## src/rtl/pike_vm_regex_matcher_macros.svh

```systemverilog
// Assertion macros shared by the regex matcher RTL.
`ifndef PIKE_VM_REGEX_MATCHER_MACROS_SVH
`define PIKE_VM_REGEX_MATCHER_MACROS_SVH

// A condition that must hold at every clock edge outside reset.
`define PVM_CHECK(lbl, expr, msg) \
  lbl: assert property (@(posedge clk) disable iff (!rst_n) (expr)) else $error(msg);

// A condition that, once seen, must be followed by another in the next cycle.
`define PVM_CHECK_NEXT(lbl, ante, cons, msg) \
  lbl: assert property (@(posedge clk) disable iff (!rst_n) (ante) |=> (cons)) \
    else $error(msg);

`endif

```

## src/rtl/pvm_pkg.sv

```systemverilog
// Shared types and codes of the regex matcher.
`timescale 1ns / 1ps
package pvm_pkg;

  // Request types of an input item.
  localparam logic [1:0] REQ_PROG = 2'd0;
  localparam logic [1:0] REQ_CHAR = 2'd1;
  localparam logic [1:0] REQ_EOT  = 2'd2;

  // Instruction opcodes.
  localparam logic [2:0] OP_ANY   = 3'd0;
  localparam logic [2:0] OP_CHAR  = 3'd1;
  localparam logic [2:0] OP_MATCH = 3'd2;
  localparam logic [2:0] OP_SPLIT = 3'd3;
  localparam logic [2:0] OP_JUMP  = 3'd4;
  localparam logic [2:0] OP_OPEN  = 3'd5;
  localparam logic [2:0] OP_CLOSE = 3'd6;

  // One program word.
  typedef struct packed {
    logic [2:0] op;
    logic [7:0] ch;
    logic [5:0] x;
    logic [5:0] y;
  } word_t;

  // Status of the bracket pairing scan.
  typedef struct packed {
    logic done;
    logic bad;
  } pair_sts_t;

  // Group lookup hits.
  typedef struct packed {
    logic open_hit;
    logic close_hit;
  } look_t;

  // Bracket scanner states.
  typedef enum logic [2:0] {
    P_IDLE,
    P_RD,
    P_EX,
    P_POP,
    P_DONE
  } pstate_t;

  // Main sequencer states.
  typedef enum logic [3:0] {
    S_IDLE,
    S_PAIR,
    S_SS_FIN,
    S_CL_CHK,
    S_CL_POP,
    S_CL_EX,
    S_CH_INIT,
    S_CH_RD,
    S_CH_LW,
    S_CH_EX,
    S_CH_FIN,
    S_EO_RD,
    S_EO_LW,
    S_EO_EX,
    S_OUT
  } state_t;

endpackage

```

## src/rtl/pvm_pair.sv

```systemverilog
// Bracket pairing scanner and capture group lookup.
`timescale 1ns / 1ps
module pvm_pair import pvm_pkg::*; #(
  parameter int PROG_DEPTH = 64,
  parameter int MAX_GROUPS = 8
) (
  input  logic                                 clk,
  input  logic                                 rst_n,
  input  logic                                 scan_start,
  input  logic [$clog2(PROG_DEPTH+1)-1:0]      prog_len,
  output logic [$clog2(PROG_DEPTH)-1:0]        rd_addr,
  input  logic [2:0]                           rd_op,
  input  logic [$clog2(PROG_DEPTH)-1:0]        look_pc,
  output look_t                                look,
  output logic [((MAX_GROUPS>1)?$clog2(MAX_GROUPS):1)-1:0] open_g,
  output logic [((MAX_GROUPS>1)?$clog2(MAX_GROUPS):1)-1:0] close_g,
  output logic [$clog2(MAX_GROUPS+1)-1:0]      pair_count,
  output pair_sts_t                            sts
);

  localparam int AW = $clog2(PROG_DEPTH);
  localparam int LW = $clog2(PROG_DEPTH + 1);
  localparam int GW = (MAX_GROUPS > 1) ? $clog2(MAX_GROUPS) : 1;
  localparam int CW = $clog2(MAX_GROUPS + 1);
  localparam int NW = $clog2(MAX_GROUPS + 2);

  pstate_t        pst_r, pst_nxt;
  logic [AW-1:0]  i_r;
  logic [LW-1:0]  rs_r;
  logic [AW-1:0]  top_r;
  logic [NW-1:0]  n_r;
  logic           bad_r;
  logic [AW-1:0]  stk [PROG_DEPTH];
  logic [AW-1:0]  stk_q;
  logic [AW-1:0]  pl_r [MAX_GROUPS];
  logic [AW-1:0]  pr_r [MAX_GROUPS];

  logic ex_close, ex_open_ok, ex_open_bad, more;

  assign ex_close    = (rd_op == OP_CLOSE);
  assign ex_open_ok  = (rd_op == OP_OPEN) && (rs_r != '0);
  assign ex_open_bad = (rd_op == OP_OPEN) && (rs_r == '0);
  assign more        = (i_r != '0);
  assign rd_addr     = i_r;

  // Number of pairs kept, limited to the group count.
  assign pair_count = (32'(n_r) > MAX_GROUPS) ? CW'(MAX_GROUPS) : CW'(n_r);

  // Scan sequencing: top-down walk over the program words.
  always_comb begin
    pst_nxt = pst_r;
    sts     = '0;
    case (pst_r)
      P_IDLE: begin
        if (scan_start) begin
          pst_nxt = (prog_len == '0) ? P_DONE : P_RD;
        end
      end
      P_RD: begin
        pst_nxt = P_EX;
      end
      P_EX: begin
        if (ex_open_bad) begin
          pst_nxt = P_DONE;
        end else if (ex_open_ok && (rs_r >= LW'(2))) begin
          pst_nxt = P_POP;
        end else begin
          pst_nxt = more ? P_RD : P_DONE;
        end
      end
      P_POP: begin
        pst_nxt = more ? P_RD : P_DONE;
      end
      P_DONE: begin
        sts.done = 1'b1;
        sts.bad  = bad_r || (rs_r != '0) || (32'(n_r) > MAX_GROUPS);
        pst_nxt  = P_IDLE;
      end
      default: pst_nxt = P_IDLE;
    endcase
  end

  always_ff @(posedge clk) begin
    if (!rst_n) begin
      pst_r <= P_IDLE;
      rs_r  <= '0;
      n_r   <= '0;
      bad_r <= 1'b0;
    end else begin
      pst_r <= pst_nxt;
      case (pst_r)
        P_IDLE: begin
          if (scan_start) begin
            rs_r  <= '0;
            n_r   <= '0;
            bad_r <= 1'b0;
            i_r   <= AW'(prog_len - LW'(1));
          end
        end
        P_EX: begin
          if (ex_close) begin
            rs_r  <= rs_r + LW'(1);
            top_r <= i_r;
          end else if (ex_open_ok) begin
            rs_r <= rs_r - LW'(1);
            if (32'(n_r) <= MAX_GROUPS) begin
              n_r <= n_r + NW'(1);
            end
          end else if (ex_open_bad) begin
            bad_r <= 1'b1;
          end
          if (pst_nxt == P_RD) begin
            i_r <= i_r - AW'(1);
          end
        end
        P_POP: begin
          top_r <= stk_q;
          if (pst_nxt == P_RD) begin
            i_r <= i_r - AW'(1);
          end
        end
        default: ;
      endcase
    end
  end

  // Stack of unpaired close brackets below the top register.
  always_ff @(posedge clk) begin
    if (pst_r == P_EX && ex_close && rs_r != '0) begin
      stk[AW'(rs_r - LW'(1))] <= top_r;
    end
    stk_q <= stk[AW'(rs_r - LW'(2))];
  end

  // Pair list: newest pair enters at slot zero, so slot order follows open order.
  always_ff @(posedge clk) begin
    if (pst_r == P_EX && ex_open_ok) begin
      pl_r[0] <= i_r;
      pr_r[0] <= top_r;
      for (int k = 1; k < MAX_GROUPS; k++) begin
        pl_r[k] <= pl_r[k-1];
        pr_r[k] <= pr_r[k-1];
      end
    end
  end

  // Group lookup by bracket position; the lowest group wins.
  always_comb begin
    look    = '0;
    open_g  = '0;
    close_g = '0;
    for (int k = MAX_GROUPS - 1; k >= 0; k--) begin
      if (32'(k) < 32'(pair_count)) begin
        if (pl_r[k] == look_pc) begin
          look.open_hit = 1'b1;
          open_g        = GW'(k);
        end
        if (pr_r[k] == look_pc) begin
          look.close_hit = 1'b1;
          close_g        = GW'(k);
        end
      end
    end
  end

endmodule

```

## config.mk

```make
export PLATFORM = sky130hd
export DESIGN_NAME = pvm_pair
export DESIGN_NICKNAME = d
export VERILOG_FILES = /design/src/rtl/pike_vm_regex_matcher_macros.svh /design/src/rtl/pvm_pkg.sv /design/src/rtl/pvm_pair.sv
export SDC_FILE = /design/constraint.sdc
export NUM_CORES = 1
export LEC_CHECK = 0
export BUFFER_PORTS_ARGS = -buffer_cell sky130_fd_sc_hd__buf_4
export CELL_PAD_IN_SITES_DETAIL_PLACEMENT = 1
export CELL_PAD_IN_SITES_GLOBAL_PLACEMENT = 2
export CORE_MARGIN = 2
export CORE_UTILIZATION = 44
export CTS_BUF_LIST = sky130_fd_sc_hd__clkbuf_8
export DETAILED_ROUTE_END_ITERATION = 6
export PLACE_DENSITY_LB_ADDON = 0.1
export SLEW_MARGIN = 20
export SYNTH_ARGS = -nofsm -noshare
export SYNTH_HDL_FRONTEND = slang
export SYNTH_SLANG_ARGS = --single-unit
```

## constraint.sdc

```tcl
create_clock -name clk -period 20.1 [get_ports clk]
set_input_delay 3.015 -clock clk [delete_from_list [all_inputs] [get_ports clk]]
set_output_delay 3.015 -clock clk [all_outputs]
set_load 0.01 [all_outputs]
```

==> summary by stage, run 1 <==
Synth
For this run, asynchronously set or reset flops after synthesis account for 0. In this run, synthesis produced a sequential element count of 513. The top flip-flop cell by instance count after synthesis is edfxtp_1. Synthesis handed over a netlist of 1160 instances. The largest family of logic cells by synthesized area is multiplexers. Of the total synthesized cell area, the portion taken by AND, OR, NAND and NOR gates is 0.0513. Counting every net in the synthesized netlist gives 1189. Of the total synthesized cell area, the portion taken by XOR and XNOR cells is 0.0472.

The area share of fa/ha/maj cells after synthesis is 0.00593. The netlist area before placement is 21100 um2. The portion of netlist area occupied by mux cells is 0.133.

Summed over all instances, the cell type with the most area after synthesis is edfxtp_1. A synthesized cell averages 18.2 um2. The count of flip-flops with a built-in enable after synthesis is 492. In the post-synthesis netlist, the cell with the most instances is edfxtp_1. The number of different library cells used by synthesis comes to 58. In the synthesized netlist, the cells that appear most often are 492 x edfxtp_1, 102 x mux4_2, 98 x nor2_1. Of the post-synthesis cell area, the dominant cell type holds 0.700.

By area the synthesized netlist is led by edfxtp_1 70%, mux4_2 11%, xor2_1 2.6%. The number of synthesis warnings is 0. Of the synthesized area, sequential elements account for 0.720.

The synthesized-area fraction occupied by ao, oa, aoi and oai cells is 0.0272.

Setup path
The most numerous cell type found on the critical path is buf_4. The worst setup path category is in -> out. The cell with the largest stage delay on the worst path is or4_1. The largest driver fanout on the critical path is 16. The critical path goes through buf_4, xnor2_1, nand4_1, or4_1, nand2b_1, a21bo_2, a31oi_1, buf_4. STA classifies the critical path endpoint as a primary output.

The kind of launch point of the worst setup path is a primary input. The start point of the critical path is look_pc[3]. Data arrives at the worst endpoint at 4.84 ns. On the worst path, the slowest cell contributes a delay of 0.45 ns. The startpoint identified for the worst register-to-register timing path is rs_r[2]. At the worst endpoint, the required time is 17.09 ns.

Drt
The post-detailed-route DRC marker count is 0. The iteration count of the initial detailed-routing pass is 4. The starting DRC count in detailed routing is 608.

The detailed-route wire length is 47800 um. The remaining antenna violation count is 0. The via-per-instance ratio is 5.53. Summing over every cut layer, the via total after detailed routing is 10654. The mean routed wirelength per cell is 24.8 um.

Pwr
In this run the power density over the cells is 89.4 nW/um2. The worst-case IR drop observed on VDD is 77.6 uV. The leakage component of the power is 7.69 nW.

CTS
Buffers inserted during clock tree synthesis total 87. The clock sink count is 513. In this run the number of H-tree levels came out at 3. Clock tree synthesis selected as its root buffer the cell clkbuf_8.

Clock-pin slew was measured on the worst setup and hold paths at 0.06 ns. The count of hold-fix buffers inserted at cts is 0. The post-cts repair resize count is 0.

Buffers added to address setup during post-CTS repair amount to 0. The later pin in the worst-skew pair is clocked with a latency of 0.66 ns. TritonCTS built the clock tree. The maximum buffer depth of the clock tree is 3.

STA
Setup repair after global routing left no endpoint under its margin. For the pin with the worst max-slew slack, the measured transition is 0.798 ns. The setup TNS is 0 ns. Measured against its own limit, the worst slew margin works out to 0.464.

The number of max-slew violations in the final report is 0. Across the routed clock network, the largest skew measured is 0.0305 ns. Dividing the final minimum period by the clock period gives 0.391. The maximum operating frequency is 127 MHz. Setup violations remaining at the end of the flow were counted as 0. The count of endpoints failing hold in the final timing report came to 0. Subtracting the final worst setup slack from the clock period gives 7.86 ns.

Min path
The worst hold path belongs to the class reg -> reg. The launch instance of the worst min-delay path is pl_r[0][16].

Place
Routability-driven placement finished with a final weighted congestion of 0.769. The placed instance count is 1775. Once detailed placement completed, the half-perimeter wirelength came to 29900 um.

Port buffering added 38 buffers.

Floorplanning
The vertical extent of the die is 223 um. The standard cell core area is 47500 um2. The starting density of the core is 0.444. The die outline width is 223 um. During I/O placement, the number of pins put on the boundary was 39. The area of the die is 49700 um2.

The total number of placement rows is 80.

Global route
In the global route stage, overall resource usage came out at 0.199. The wire length of the first global-routing pass is 73100 um. The largest net degree at the start of global routing is 73.

The total congestion overflow after global routing is 0. The number of antenna violations at the first check in global routing is 0. The via count of the first global-routing pass is 11710.

Finish
Of the cells placed in the final design, the portion with a size suffix greater than 1 is 0.209. The net count of the finished layout is 1278. The number of antenna diodes in the final layout is 0.

The non-filler instance count after layout is 1928. The area added between synthesis and finish is 11.9%.

Flow run
Max-cap violations in this run came to 0.

Outcome
The run finished with clean final reports.
==> state kept, by name (all words and copies together) (netlist names), 4 cells and up <==
| register | cells |
|---|---|
| stk | 384 |
| pl_r | 48 |
| pr_r | 48 |
| rs_r | 7 |
| rd_addr | 6 |
| stk_q | 6 |
| top_r | 6 |
| n_r | 4 |
==> routing by layer <==
layer / up-vias / global-route usage / share of wire
li1: 4796 / - / -
met1: 5573 / 0.265 / 0.44
met2: 200 / 0.329 / 0.50
met3: 85 / 0.0348 / 0.037
met4: 0 / 0.0732 / 0.023
met5: - / 0 / 0
==> final timing paths <==
path | end | slack [ns] | cells after the start
setup / recovery | close_g[0] | 12.24 | 8
hold / removal | pl_r[0][22] | 0.46 | 0
setup reg to reg | stk_q[1] | 16.24 | 8
hold reg to reg | pl_r[0][22] | 0.46 | 0
==> report_power, final <==
group,internal (mW),switching [mW]
combinational,0.0339,0.0496
sequential,1.16,0.00596
clock,0.447,0.413
total,1.64,0.468
==> layout by cell type, fill, tap and decap left out, drive strengths merged, types with 14 or more instances in the layout <==
| master | Yosys | final |
|---|---|---|
| buf | 37 | 53 |
| nand4 | 18 | 18 |
| nand2 | 30 | 30 |
| edfxtp | 492 | 492 |
| xor2 | 64 | 64 |
| mux4 | 102 | 102 |
| mux2i | 44 | 44 |
| clkinv | 1 | 25 |
| nor2 | 98 | 98 |
| clkbuf | 16 | 92 |
| xnor2 | 49 | 49 |
| inv | 12 | 44 |
| o21ai | 15 | 15 |
| dfxtp | 21 | 21 |
| nor4 | 14 | 14 |
==> layout make-up <==
class / count / area, um2
clock buffer: 92 / 1270
clock inverter: 61 / 308
fill: 4400 / 23900
inverter: 13 / 48.8
multi-input combinational: 581 / 5600
sequential: 513 / 15200
tap: 615 / 769
timing repair buffer: 53 / 410
==> kinds of logic (layout without fill, tap and decap cells) <==
logic type,count (synthesis),after routing
mux,152,152
flops,513,513
buf+inv,66,219
compound gates,82,82
xor+xnor,113,113
fa+ha+maj,10,10
simple gates,224,224
==> through the flow <==
stage          setup slack, ns  area (um2)  utilization  hold WS [ns]  total power, mW
3_5_place_dp             12.21       22000        0.463         0.458             1.27
5_1_grt                  12.15       23600        0.497         0.473             2.19
2_1_floorplan            11.95       21100            -         0.438             1.25
6_report                 12.24       23600        0.497         0.463             2.11
4_1_cts                  12.21       23600        0.497         0.463             2.14
3_3_place_gp             12.19       22000        0.463         0.450             1.27
==> worst max-delay path, delay by kind of cell <==
family	cells	cell delay [ns]
and+or+nand+nor	3	0.71
AOI/OAI and AO/OA	2	0.48
buffers and inverters	2	0.46
xor gates and xnor gates	1	0.17
Power figures use the tool's default switching activity.
==> run 2, diff against run 1 <==
Clock period 20.1 ns to 7.6 ns, I/O delays scaled along.
==> run 2 against run 1 <==
Register-to-register slack worse by 12 ns. Cell count fell by 0.16%. Sequential cell count unchanged. Sequential power rose to 2.6 times the previous value. Non-clock buffer count fell by 2. Count of clock-buffer cells in the layout fell by 3. Die area unchanged. Setup slack worse by 8.6 ns. Via count up 0.24%. Combinational power increased to 2.6 times the previous value. Global-route usage up 0.59 points. Critical path depth did not move. Highest routed layer unchanged.
==> summary by stage, run 2 (synthesis results as in run 1) <==
CTS
TritonCTS built the clock tree. CTS saw 513 sinks. In this run the clock root is driven by a clkbuf_8. The clock latency on the worst-skew pair is 0.66 ns. The maximum buffer depth of the clock tree is 3.

The post-cts repair resize count is 0. The post-CTS repair timing setup buffer count is 0. The number of clock buffers inserted by TritonCTS is 87. For this design, the CTS-stage hold fixing added 0 buffers. The clock-pin transition on the worst setup and hold timing paths is 0.06 ns. The H-tree was split into 3 levels.

Outcome
The run finished with clean final reports.

Finish
The share of layout cells above drive strength 1 is 0.208. In the final layout, the registers with the most flip-flops are stk (384), pl_r (48), pr_r (48). The number of diodes is 0. The sequential cell area in the final layout is 15200 um2. The net count of the finished layout is 1276. The library cell used most frequently in the layout, excluding fill and tap cells, is edfxtp_1. The top cell types in the final layout, fill and taps aside, are 492 x edfxtp_1, 102 x mux4_2, 97 x nor2_1.

In the final layout, the multi-input gates occupy 5600 um2. The flip-flop count of the largest register, all copies and words added is 384. The register with the most flip-flops is stk. The filler cell count is 4343. The area growth from synthesis to layout is 11.5%.

Drt
The detailed-route wire length is 49700 um. Summing over every cut layer, the via total after detailed routing is 10680. The starting DRC count in detailed routing is 700. The detail route stage leaves a number of antenna-violating nets equal to 0. The first TritonRoute pass finished after 5 iterations. In the routed design, unresolved DRC markers number 0. The via-per-instance ratio is 5.55. The mean routed wirelength per cell is 25.8 um.

Setup path
The data arrival time of the critical path is 2.86 ns. For the worst setup path, the data required time is 6.46 ns. The category of the worst setup path capture point is a primary output.

The worst setup path category is in -> out. Setup slack on the worst reg-to-reg path comes out at 3.74 ns. Along the worst path, the maximum fanout reaches 16. The kind of launch point of the worst setup path is a primary input.

Place
Buffers placed on the I/O ports in this run total 38. The wire-length estimate of the detail-placed layout is 31500 um. At the end of routability-driven placement, the weighted congestion stood at 0.765.

STA
Of the available clock period, the critical path in the final layout requires 0.526. At the pin with the least slew margin, the transition time is 1.11 ns. The worst pin sits at a relative slew slack of 0.259. The count of endpoints failing hold in the final timing report is 0. Setup repair after global routing left no endpoint under its margin. The shortest clock period the worst path allows after layout is 4.00 ns. The hold slack is 0.465 ns. The number of max-slew violations in the final report was 0. The clock skew after layout is 0.0273 ns.

Derived from the worst setup path, the maximum achievable clock frequency is 250 MHz. The setup TNS is 0 ns. Setup violations remaining at the end of the flow were counted as 0.

Global route
The number of antenna violations at the first check in global routing is 0. Entering global routing, the biggest net connects 105 pins. Across every metal layer, demand over resource in global routing totals 0.205. The via count of the first global-routing pass is 11406. The wire length of the first global-routing pass is 74600 um. Global routing finished with a remaining overflow of 0.

Pwr
The worst-case IR drop observed on VDD is 155 uV. The total power is 5.48 mW. In this run the static leakage power is 7.64 nW. Power spread over the standard cell area amounts to 233 nW/um2.

Floorplanning
The standard cell core area is 47500 um2. 39 I/O pins were placed. In this run the core area contains 80 standard-cell rows. The die outline width is 223 um. For this configuration, the core starts out at a cell density of 0.444. The die covers 49700 um2. In this run the vertical extent of the chip is 223 um.

Min path
The path class of the tightest hold or removal check is reg -> reg.

Flow run
The tool flagged a number of max-cap violations equal to 0.
==> run 2: cell types whose count changed in the layout (fill, tap and decap cells not counted), sizes merged <==
cell,change
clkinv,+6
clkbuf,-3
inv,-3
buf,-2
bufinv,-2
clkinvlp,+1
==> run 2: per-stage QoR <==
stage	cell area, um2	utilization	worst slack [ns]	std cells
floorplan	21100	-	0.902	1160
CTS	23500	0.495	3.57	1925
global route	23500	0.495	3.39	1925
detailed placement	22000	0.463	3.57	1773
finish	23500	0.495	3.60	1925
global placement	22000	0.463	3.60	1773
==> run 2: area by class of cell <==
class,instances,area share
sequential,513,0.646
multi-input combinational,581,0.238
clock inverter,63,0.0120
clock buffer,89,0.0521
tap,615,0.0327
timing repair buffer,51,0.0168
inverter,13,0.00207
==> run 2: final timing paths <==
check,from,end,cells past startpoint
worst max-delay path,look_pc[2],open_g[0],8
worst min-delay path,pr_r[0][1],pr_r[0][7],0
worst min register to register,pr_r[0][1],pr_r[0][7],0
worst max register to register,rs_r[1],stk[21][5],7
==> run 2: routing by layer <==
metal,GRT usage,part of all wire,vias to the layer above
met2,0.331,0.49,255
li1,-,-,4784
met1,0.278,0.44,5579
met3,0.0449,0.051,62
met5,0,0,-
met4,0.0645,0.018,0
==> run 2: power by group <==
part           internal (mW)  switching (mW)
clock network           1.09            1.08
registers               3.07          0.0199
logic                 0.0899           0.129
total                   4.25            1.23
==> run 2: critical path, stage by stage <==
cell      delay [ns]
buf_4           0.29
xnor2_1         0.16
nand4_1         0.09
or4_1           0.46
nand2b_1        0.17
a21bo_2         0.21
a31oi_1         0.17
buf_4           0.15
==> run 3, diff against run 2 <==
Clock period 7.6 ns to 3.7 ns, I/O delays scaled along.
==> run 3 against run 2 <==
Count of clock-buffer cells in the layout decreased by 1. Sequential share of layout area decreased by 1.2 points. Cell count increased by 2.7%. Global-route usage increased by 0.075 points. Clock power increased by 110%. Setup slack got worse by 3.3 ns. Via count increased by 1.6%. Sequential power increased by 100%. Power increased by 110%. Combinational power increased by 120%. First-iteration DRC count decreased by 8.6%. Critical endpoint is now close_g[2]. Largest cell class unchanged.
==> summary by stage, run 3 (synthesis results as in run 1) <==
Place
The routability-driven placement congestion ratio is 0.803. The placed instance count is 1822. Detailed placement finished with a half-perimeter wire length of 31700 um. Timing analysis after detailed placement gives a worst setup slack of 0.522 ns. Input and output buffers added on the ports amount to 38.

Global route
In the global route stage, overall resource usage came out at 0.205. The via count of the first global-routing pass is 11720. The total overflow left after global routing is 0. The wire length of the first global-routing pass is 74800 um.

The largest net degree at the start of global routing is 104. The number of antenna violations at the first check in global routing is 0.

Setup path
Along the worst path, the maximum fanout reaches 10. For this run, the slowest stage of the critical path takes 0.63 ns. The cell with the largest stage delay on the worst path is dfxtp_1. STA classifies the critical path startpoint as a flop. The required time at the endpoint of the critical path is 3.14 ns. The most prevalent standard cell on the critical path is nor2_1. The data arrival time of the critical path is 2.84 ns. The count of buffer and inverter cells on the critical path is 1. The worst setup path is of the reg -> out kind.

Traced cell by cell, the critical path runs through nor2_1, or4_1, nand2_1, nor2_1, nor3b_1, buf_4. Among cell families on the critical path, the largest total delay comes from simple AND/OR/NAND/NOR gates. The category of the worst setup path capture point is a primary output.

Floorplanning
The starting density of the core is 0.444. Measured along the y axis, the die boundary spans 223 um. The die outline width is 223 um.

The standard cell core area is 47500 um2. The total number of placement rows is 80. The area of the die is 49700 um2. The boundary pin count is 39.

CTS
The clock-pin transition on the worst setup and hold timing paths is 0.05 ns. The count of H-tree levels built during CTS is 3. The post-CTS repair timing setup buffer count is 0. The CTS tree is done.

The cell sitting at the root of the clock tree is a clkbuf_8. The number of clock buffers inserted by TritonCTS is 85. Clock latency on the worst-skew pair, taken at its later pin, is 0.66 ns.

The clock sink count is 513. The clock passes through at most 3 buffers. After clock tree synthesis, the flow added hold-fix buffers numbering 0. Once the clock tree was built, the resizer swapped 0 gates to a different size.

Finish
The share of layout cells above drive strength 1 is 0.236. In the layout the commonest cells are 492 x edfxtp_1, 102 x mux4_2, 97 x nor2_1. The largest registers in the layout are stk (384), pl_r (48), pr_r (48). The area added between synthesis and finish is 13.6%. The flip-flop count of the largest register, all copies and words added is 384. The filler cell count is 4378. In the final layout, the multi-input gates occupy 5600 um2. Registers take 15200 um2. The non-filler instance count after layout is 1977. The library cell used most frequently in the layout, excluding fill and tap cells, is edfxtp_1. The final layout contains 1324 nets. The register with the most flip-flops in the final layout is stk.

The repair_antennas step left the layout with diodes totalling 0.

STA
Derived from the worst setup path, the maximum achievable clock frequency is 294 MHz. The worst path meets setup with 0.300 ns of slack. Setup total negative slack on the finished layout was measured at 0 ns. Between clock sinks in the finished design, the worst skew comes to 0.0239 ns.

The count of endpoints failing hold in the final timing report came to 0. Of the available clock period, the critical path in the final layout requires 0.919. Setup violations remaining at the end of the flow were counted as 0.

In this run the tightest slew margin relative to its limit is 0.338. The hold slack is 0.251 ns. The smallest clock period supported by the final layout is computed as 3.40 ns. The number of max-slew violations in the final report came to 0. The transition time at the pin with the least slew margin is 0.992 ns. Setup repair after global routing left no endpoint under its margin.

Pwr
The analysis attributes to cell leakage a power of 7.96 nW. The maximum vdd ir drop is 303 uV. The areal power density over the cells is 470 nW/um2. The total power is 11.3 mW.

Drt
The via count is 10856. After the first detailed-routing iteration, the DRC count stood at 640. Before antenna repair, the detailed router went through 5 iterations. The remaining antenna violation count is 0. After detailed routing, the number of vias per cell comes to 5.49.

In the routed design, unresolved DRC markers number 0. The detailed-route wire length is 49300 um. The mean routed wirelength per cell is 24.9 um.

Min path
In this run the worst hold path is classified as in -> reg.

Flow run
The max-cap violation count is 0.

Outcome
The flow ran to the end, and the final reports show no timing, DRC or antenna violations.
[run 3: power by group]
part	leakage (nW)	total [mW]	switching [mW]	internal (mW)
sequential	4.60	6.33	0.0256	6.31
combinational	2.46	0.473	0.281	0.192
clock	0.911	4.47	2.19	2.27
[run 3: path summary, 6_finish.rpt]
| check | to | slack (ns) | startpoint | cells past startpoint |
|---|---|---|---|---|
| worst max-delay path | close_g[2] | 0.30 | n_r[3] | 6 |
| worst min-delay path | rs_r[2] | 0.25 | rst_n | 2 |
| worst max register to register | stk[10][4] | 0.52 | rs_r[1] | 7 |
| worst min register to register | pr_r[0][9] | 0.45 | pr_r[0][3] | 0 |
[run 3: layer usage]
| metal | GRT usage | wire [um] | vias up |
|---|---|---|---|
| li1 | - | - | 4882 |
| met1 | 0.274 | 21500 | 5661 |
| met2 | 0.338 | 24400 | 234 |
| met3 | 0.0400 | 2270 | 79 |
| met4 | 0.0732 | 1200 | 0 |
| met5 | 0 | 0 | - |
[run 3: metrics by stage]
| step | area, um2 | utilization |
|---|---|---|
| after global routing | 24000 | 0.504 |
| after floorplan | 21100 | - |
| after global placement | 22500 | 0.472 |
| final | 24000 | 0.504 |
| after detailed placement | 22500 | 0.472 |
| after CTS | 24000 | 0.504 |
[run 3: area by class of cell]
type / count / area share
Multi-Input combinational cell: 581 / 0.234
Timing Repair Buffer: 101 / 0.0351
Clock buffer: 88 / 0.0505
Sequential cell: 513 / 0.634
Clock inverter: 66 / 0.0127
Inverter: 13 / 0.00203
Tap cell: 615 / 0.0321
